<file path="config.mk">
export PLATFORM = sky130hd
export DESIGN_NAME = act_ctrl
export DESIGN_NICKNAME = d
export VERILOG_FILES = /design/src/rtl/core/aging_client_table_defines.svh /design/src/rtl/core/act_pkg.sv /design/src/rtl/core/act_ctrl.sv
export SDC_FILE = /design/constraint.sdc
export NUM_CORES = 1
export LEC_CHECK = 0
export ABC_CLOCK_PERIOD_IN_PS = 2400
export BUFFER_PORTS_ARGS = -buffer_cell sky130_fd_sc_hd__buf_2
export CORE_AREA = 3 3 40 42
export CTS_CLUSTER_SIZE = 14
export DETAILED_ROUTE_END_ITERATION = 8
export DIE_AREA = 0 0 43 45
export PLACE_DENSITY = 0.54
export REMOVE_ABC_BUFFERS = 1
export SYNTH_ARGS = -nofsm -noshare
export SYNTH_HDL_FRONTEND = slang
export SYNTH_SLANG_ARGS = --single-unit
</file>
<file path="constraint.sdc">
create_clock -name i_clk -period 2.4 [get_ports i_clk]
set_clock_uncertainty 0.05 [all_clocks]
set_input_delay 0 -clock i_clk [delete_from_list [all_inputs] [get_ports i_clk]]
set_output_delay 0 -clock i_clk [all_outputs]
set_load 0.02 [all_outputs]
</file>
<file path="src/rtl/core/aging_client_table_defines.svh">
// aging_client_table_defines.svh: assertion macros used by act_dp, the aging table datapath.
// Expects i_clk and i_rst_n in the scope of each use.
`ifndef AGING_CLIENT_TABLE_DEFINES_SVH
`define AGING_CLIENT_TABLE_DEFINES_SVH

// condition holds at every clock edge out of reset
`define ACT_ASSERT_ALWAYS(label, cond, msg) \
    label: assert property (@(posedge i_clk) disable iff (!i_rst_n) (cond)) \
        else $error(msg);

// consequent holds in the same cycle as the antecedent
`define ACT_ASSERT_IMPL(label, ante, cons, msg) \
    label: assert property (@(posedge i_clk) disable iff (!i_rst_n) \
        (ante) |-> (cons)) else $error(msg);

// consequent holds in the cycle after the antecedent
`define ACT_ASSERT_NEXT(label, ante, cons, msg) \
    label: assert property (@(posedge i_clk) disable iff (!i_rst_n) \
        (ante) |=> (cons)) else $error(msg);

`endif

</file>
<file path="src/rtl/core/act_pkg.sv">
// act_pkg: types, widths and constants for the aging client table.
// No dependencies; used by every module of the block except act_ram.
package act_pkg;

    localparam int TABLE_ENTRIES = 128;
    localparam int IDX_W         = (TABLE_ENTRIES > 1) ? $clog2(TABLE_ENTRIES) : 1;
    localparam int CNT_W         = $clog2(TABLE_ENTRIES + 1);

    localparam int ADDR_W     = 32;
    localparam int TIME_W     = 32;
    localparam int TOTAL_W    = 32;
    localparam int ACTIVE_W   = 8;
    localparam int TIMEOUT_W  = 16;

    localparam logic [TIMEOUT_W-1:0] TIMEOUT_RESET = 16'd30;

    typedef struct packed {
        logic [ADDR_W-1:0] client_address;
        logic              address_known;
        logic [TIME_W-1:0] now_seconds;
    } t_request;

    typedef struct packed {
        logic [TOTAL_W-1:0]  request_total;
        logic [ACTIVE_W-1:0] active_count;
        logic                was_present;
        logic                insert_refused;
    } t_result;

    typedef struct packed {
        logic [ADDR_W-1:0] address;
        logic [TIME_W-1:0] stamp;
    } t_entry;

    localparam int ENTRY_W = $bits(t_entry);

    // controller -> datapath
    typedef struct packed {
        logic latch;       // take request, bump total, clear index and flags
        logic idx_clr;
        logic idx_inc;
        logic rd_idx;      // read table at index
        logic rd_last;     // read last live entry
        logic wr_move;     // copy read entry into index slot, drop one live
        logic wr_refresh;  // restamp entry at index, mark present
        logic ins;         // append if room, else mark refused
        logic load_out;
    } t_cmd;

    // datapath -> controller
    typedef struct packed {
        logic idx_ge_live;
        logic expired;
        logic match;
        logic known;
        logic out_free;
    } t_status;

endpackage

</file>
<file path="src/rtl/core/act_ctrl.sv">
// act_ctrl: sequencer for expiry scan, lookup scan, insert and result hand-off.
// Depends on act_pkg.
module act_ctrl (
    input  logic               i_clk,
    input  logic               i_rst_n,
    input  logic               i_req_valid,
    output logic               o_req_stall,
    input  act_pkg::t_status   i_st,
    output act_pkg::t_cmd      o_cmd
);

    typedef enum logic [2:0] {
        S_IDLE,
        S_EXP_RD,
        S_EXP_CHK,
        S_MOVE,
        S_LK_RD,
        S_LK_CHK,
        S_INS,
        S_FIN
    } t_state;

    t_state r_state;
    t_state n_state;

    always_comb begin
        n_state = r_state;
        o_cmd   = '0;
        unique case (r_state)
            S_IDLE: begin
                if (i_req_valid) begin
                    o_cmd.latch = 1'b1;
                    n_state     = S_EXP_RD;
                end
            end
            S_EXP_RD: begin
                if (i_st.idx_ge_live) begin
                    o_cmd.idx_clr = 1'b1;
                    n_state       = i_st.known ? S_LK_RD : S_FIN;
                end else begin
                    o_cmd.rd_idx = 1'b1;
                    n_state      = S_EXP_CHK;
                end
            end
            S_EXP_CHK: begin
                if (i_st.expired) begin
                    o_cmd.rd_last = 1'b1;
                    n_state       = S_MOVE;
                end else begin
                    o_cmd.idx_inc = 1'b1;
                    n_state       = S_EXP_RD;
                end
            end
            S_MOVE: begin
                // slot keeps its index: the moved entry gets checked next
                o_cmd.wr_move = 1'b1;
                n_state       = S_EXP_RD;
            end
            S_LK_RD: begin
                if (i_st.idx_ge_live) begin
                    n_state = S_INS;
                end else begin
                    o_cmd.rd_idx = 1'b1;
                    n_state      = S_LK_CHK;
                end
            end
            S_LK_CHK: begin
                if (i_st.match) begin
                    o_cmd.wr_refresh = 1'b1;
                    n_state          = S_FIN;
                end else begin
                    o_cmd.idx_inc = 1'b1;
                    n_state       = S_LK_RD;
                end
            end
            S_INS: begin
                o_cmd.ins = 1'b1;
                n_state   = S_FIN;
            end
            S_FIN: begin
                if (i_st.out_free) begin
                    o_cmd.load_out = 1'b1;
                    n_state        = S_IDLE;
                end
            end
            default: begin
                n_state = S_IDLE;
            end
        endcase
    end

    always_ff @(posedge i_clk) begin
        if (!i_rst_n) begin
            r_state <= S_IDLE;
        end else begin
            r_state <= n_state;
        end
    end

    assign o_req_stall = (r_state != S_IDLE);

endmodule

</file>
# Word-level counts from Yosys, hierarchy flattened

Cells that the tools add are included.

Bits in registers: 3
Bits of input ports: 8
Output and inout bits: 10
Word-level logic and storage cells: 39

Equality and inequality tests: 9
Multiplexer cells: 25
Reductions and logical operators: 4

Operators with widths:

| kind                 | number |
|---|---|
| $pmux W3 S8          | 1 |
| $mux W1              | 16 |
| $eq A3 B3 Y1 const B | 4 |
| $mux W3              | 3 |
| $mux W2              | 4 |
| $eq A3 B2 Y1 const B | 2 |
| $ne A2 B2 Y1 const B | 2 |
| $eq A3 B1 Y1 const B | 1 |
| $logic_not A3 Y1     | 1 |
| $reduce_bool A3 Y1   | 1 |
| $pmux W1 S2          | 1 |
| $reduce_and A2 Y1    | 1 |
| $reduce_or A2 Y1     | 1 |

# Depth between registers and ports, before layout

Gate-level depths: netlist (run 1).

Word-level depth: 3
Mapped depth: 5
Mapped depth without buffers: 4

# Least setup slack after synthesis (run 1)

Ideal clock, no wire load.

Path kind: reg2out
From: register r_state[0]
To: output o_cmd[6] in the netlist's numbering
Data arrival time: 1.137 ns
Required time: 2.350 ns
Slack: 1.213 ns
Stages on the path, launching flop included: 4
Buffers on the path: 1
Cell sequence: dfxtp_1 buf_4 nand2_1 o32ai_1

RTL lines:

| what                     | RTL line       | RTL |
|---|---|---|
| start: declaration       | act_ctrl.sv:23 | `t_state r_state;` |
| start signal: assignment | act_ctrl.sv:96 | `r_state <= n_state;` |
| end: declaration         | act_ctrl.sv:9  | `output act_pkg::t_cmd o_cmd` |

==> results of run 1 <==
-- cells in the mapped netlist --
cell and number:
a21oi_1 3, buf_6 2, nor3b_1 1, and3_2 1, o32ai_1 1, inv_1 2, and2_1 1, o21ai_0 3
and3_1 2, buf_4 1, a22o_2 1, nand2_1 7, o31a_1 1, dfxtp_1 3, o32a_1 1, nor2_1 6
nand2b_4 1, xnor2_1 1, nor3_1 2, a211oi_1 1, nand2b_1 1
-- cell families (layout without fill, tap and decap cells) --
family,after synthesis,in the layout,share of synthesized area (%)
compound gates,11,11,25.5
xor+xnor,1,1,2.98
buf+inv,5,24,12.8
flops,3,3,20.4
simple gates,22,22,38.3
-- metal layers --
layer | wire length [um] | up-vias
met4 | 0 | 0
met3 | 55 | 0
met2 | 381 | 11
met1 | 335 | 155
met5 | 0 | -
li1 | - | 185
-- cell type report --
class / instances / share of cell area (%)
multi-input combinational: 34 / 48.6
timing repair buffer: 18 / 23.5
sequential: 3 / 14.9
clock buffer: 4 / 6.50
tap: 15 / 4.64
inverter: 2 / 1.86
-- worst max-delay path: stages, from the launching register on --
cell	delay (ns)
dfxtp_1	0.52
nand2_1	0.19
o32ai_1	0.24
buf_2	0.20
-- power by group --
group	total, mW	switching [mW]	internal, mW	leakage (nW)
logic	0.230	0.130	0.0999	0.159
clock network	0.0863	0.0241	0.0622	0.0150
registers	0.115	0.0469	0.0678	0.0248
-- how the worst max path moves through the flow --
stage          slack (ns)         end  depth (start not counted)  startpoint
6_report             0.97    o_cmd[6]                          3  r_state[0]
5_1_grt              0.87    o_cmd[6]                          3  r_state[0]
4_1_cts              0.97    o_cmd[2]                          3  r_state[0]
3_5_place_dp         1.11  r_state[1]                          4  r_state[1]
3_3_place_gp         1.09  r_state[1]                          4  r_state[1]
2_1_floorplan        1.12    o_cmd[6]                          2  r_state[0]
-- timing repair --
action | in CTS | in global routing
hold buffers | 1 | 0
setup endpoints to repair | 0 | 0
endpoints found under the hold margin | 3 | 0
==> results.toml, run 1 <==
[place]
post-place-ws_ns = 1.11
place_hpwl_um = 617
gp_congestion = 0.790
dpl.cell_count = 71
dpl_cell_area_um2 = 368
port_buffers = 17

[floorplan]
rows = 13
io_pins = 18
dieArea_um2 = 1940
core_um2 = 1280
die_h_um = 45
initial_utilization_pct = 22.9
die_w_um = 43

[clock_tree]
ctsHtreeMaxLevel = 1
cts_tree = "built"
clock_tree.root_cell = "clkbuf_4"
clk_pin_slew_ns = 0.04
ctsResizeCount = 0
cts.sinks = 3
post_cts_buffers = 0
clock_path_buffers = 2
cts_buffers = 3
clk_latency_ns = 0.23

[synthesis]
synth_top_area_cell = "dfxtp_1"
avgSynthCellArea_um2 = 7.00
synth.distinct_cells = 21
syn_inst = 42
yosysSeqAreaShare_pct = 20.4
synth_area_leaders = "dfxtp_1 (20%), nand2_1 (8.9%), buf_6 (7.7%), nor2_1 (7.7%), a21oi_1 (5.1%)"
synth_warnings = 0
ys_seq_elements = 3
synth_area_um2 = 294
netlist.area_leader.share_pct = 20.4

[drt]
dr.first_iter.drc_count = 12
routedWlPerCell_um = 10.2
drtPass1Iterations = 4
wl_um = 772
ant_nets = 0
vias = 351
vias_per_cell = 4.62
route.detailed.drc = 0

[finish]
fin_util_pct = 31.5
top_register = "r_state"
top_regs = "r_state x3"
fin_nets = 70
final_cells = 76
mostFrequentLayoutCell = "buf_2"
register_area_um2 = 60.1
fillers = 144
multi_input_area_um2 = 196
final_area_um2 = 404
antenna_cells = 0
layout-drive-gt1-share_pct = 37.7
final_cell_mix = "buf_2 (17), nand2_1 (7), nor2_1 (6)"
largest_reg_flops = 3
area_growth_pct = 37.4

[timing]
fin_ws_ns = 0.971
finalSetupViolCount = 0
slew_viol_final = 0
finalCritPeriodShare_pct = 59.6
setup_tns_ns = 0
fmax_mhz = 700
max-slew-margin-rel_pct = 75.4
finalCriticalPeriod_ns = 1.43
tightest_slew_ns = 0.369
rsz0062_at_grt = "no"
whs_ns = 0.0197
hold_viol = 0

[pwr]
power_density_nw_per_um2 = 1070
vdd_ir_drop_max_uv = 391
power_leakage_nw = 0.199
power_mw = 0.431

[grt]
grt_pass1_wl_um = 1290
gr-usage-all-layers_pct = 9.15
grt_antenna_before_repair = 0
grt_max_degree = 15
overflow = 0
use_met2_pct = 15.0
grt_pass1_vias = 307
grt-busiest-layer = "met2"
met3_usage_pct = 4.38
grt_use_met1_pct = 9.62

[setup_path]
r2r_cells = 4
reg2reg_to = "r_state[1]"
path_max_fanout = 9
startpoint_type = "flip-flop"
cp-end-kind = "output port"
r2r_start = "r_state[1]"
cp.required_ns = 2.35
path_class = "reg -> out"
r2r_slack_ns = 1.09
critPathArrivalTime_ns = 1.38

[status]
status = "completed"

[min_path]
hold_depth = 3
whs_endpoint = "r_state[0]"
worstHoldPathType = "in -> reg"
hold_start = "i_req_valid"

[run]
cap_violations = 0
No activity file was read; power rests on OpenSTA's default activity.
==> run 2, diff against run 1 <==
ABC_CLOCK_PERIOD_IN_PS = 1400   (was 2400)
clock period = 1.4 ns   (was 2.4 ns; I/O delays follow)
==> run 2 against run 1 <==
Effect of this change:
- combinational power up 74%
- sequential cell count unchanged
- die area unchanged
- global-route usage up 0.76 points
- sequential share of layout area up 0.78 points
- routed wire length up 7.3%
- first-iteration DRC count down 17%
- clock-buffer cell count unchanged
- non-clock buffer count unchanged
- register-to-register slack worse by 0.86 ns
- sequential power up 78%
- critical endpoint unchanged
- largest power group unchanged
==> results.toml, run 2 (same netlist as run 1, synthesis figures left out) <==
[place]
gp_congestion = 0.786
place_hpwl_um = 613
port_buffers = 17
dpl_cell_area_um2 = 368

[setup_path]
r2r_slack_ns = 0.23
cp-end-kind = "output port"
critPathArrivalTime_ns = 1.25
path_class = "reg -> out"
slowest_delay_ns = 0.43
r2r_cells = 4
cp_cell_sequence = "nand2_1 > o32ai_1 > buf_2"
startpoint_type = "flip-flop"
crit_slowest_cell = "dfxtp_2"
cp.required_ns = 1.35
path_max_fanout = 9

[floorplan]
core_um2 = 1280
initial_utilization_pct = 22.9
dieArea_um2 = 1940
die_w_um = 43
io_pins = 18
die_h_um = 45
rows = 13

[grt]
overflow = 0
grt_pass1_wl_um = 1390
grt_pass1_vias = 313
grt_antenna_before_repair = 0
gr-usage-all-layers_pct = 9.91
grt_max_degree = 15

[finish]
area_growth_pct = 38.7
register_area_um2 = 63.8
final_area_um2 = 408
layout-drive-gt1-share_pct = 42.6
top_regs = "r_state x3"
fillers = 143
mostFrequentLayoutCell = "buf_2"
multi_input_area_um2 = 196
antenna_cells = 0
fin_nets = 70
final_cell_mix = "buf_2 (17), nand2_1 (7), nor2_1 (6)"
top_register = "r_state"
largest_reg_flops = 3

[pwr]
p_switching_mw = 0.352
comb_power_share_pct = 53.1
p_sw_share_pct = 46.7
power_leakage_nw = 0.200
p_int_mw = 0.402
vdd_ir_drop_max_uv = 773
power_mw = 0.755
seqPwrFrac_pct = 27.2
power_density_nw_per_um2 = 1850
p_clk_share_pct = 19.7

[drt]
route.detailed.drc = 0
vias = 357
dr.first_iter.drc_count = 10
vias_per_cell = 4.70
routedWlPerCell_um = 10.9
drtPass1Iterations = 4
ant_nets = 0
wl_um = 828

[timing]
fmax_mhz = 771
finalSetupViolCount = 0
hold_viol = 0
rsz0062_at_grt = "no"
slew_viol_final = 0
whs_ns = 0.0236
finalCritPeriodShare_pct = 92.6
max-slew-margin-rel_pct = 85.3
setup_tns_ns = 0
tightest_slew_ns = 0.218
finalCriticalPeriod_ns = 1.30

[clock_tree]
clock_path_buffers = 2
cts_buffers = 3
clock_tree.root_cell = "clkbuf_4"
clk_pin_slew_ns = 0.04
clk_latency_ns = 0.23
cts_tree = "built"
post_cts_buffers = 0
cts.sinks = 3
ctsHtreeMaxLevel = 1

[min_path]
worstHoldPathType = "in -> reg"
hold_depth = 3

[run]
cap_violations = 0

[status]
status = "completed"
run 2: changes by cell type in the layout (fill, tap and decap cells not counted):
cell,before,now
dfxtp_1,3,0
dfxtp_2,0,3
run 2: worst max-delay path: cells and delay by family (launching register included):
kind | cells | cell delay (ns)
buffers and inverters | 1 | 0.20
AND/OR/NAND/NOR | 1 | 0.15
flip-flops | 1 | 0.43
AO/OA/AOI/OAI | 1 | 0.23
run 2: layout make-up:
| class | count | share of cell area (%) |
|---|---|---|
| Tap cell | 15 | 4.60 |
| Multi-Input combinational cell | 34 | 48.2 |
| Timing Repair Buffer | 18 | 23.3 |
| Sequential cell | 3 | 15.6 |
| Inverter | 2 | 1.84 |
| Clock buffer | 4 | 6.44 |
run 2: through the flow:
stage                     setup slack (ns)  instances  util (%)
after floorplan                      0.116         39         -
after global placement              0.0753         71      28.6
after detailed placement            0.0926         71      28.6
after CTS                           0.0244         76      31.5
after global routing                0.0199         76      31.7
final                                0.103         76      31.7
run 2: worst paths after layout:
check / start / end
worst min register to register: r_state[2] / r_state[0]
worst max register to register: r_state[1] / r_state[1]
worst min-delay path: i_req_valid / r_state[0]
worst max-delay path: r_state[0] / o_cmd[6]
run 2: timing repair:
action | CTS | global route
gates resized for setup | 1 | 2
endpoints found under the setup margin | 2 | 6
hold buffers | 1 | 0
hold endpoints to repair | 3 | 0
run 2: power groups by stage:
stage	logic, mW	registers (mW)	clock network (mW)
global placement	0.393	0.200	0
floorplan	0.291	0.180	0
detailed placement	0.394	0.197	0
finish	0.401	0.205	0.149
global route	0.446	0.216	0.165
CTS	0.399	0.198	0.161
run 2: layer usage:
layer / track usage, % / part of all wire, % / wire [um] / vias up
li1: - / - / - / 186
met1: 11.3 / 41 / 337 / 162
met2: 15.6 / 53 / 435 / 9
met3: 3.19 / 6.6 / 55 / 0
met4: 7.23 / 0 / 0 / 0
met5: 0 / 0 / 0 / -
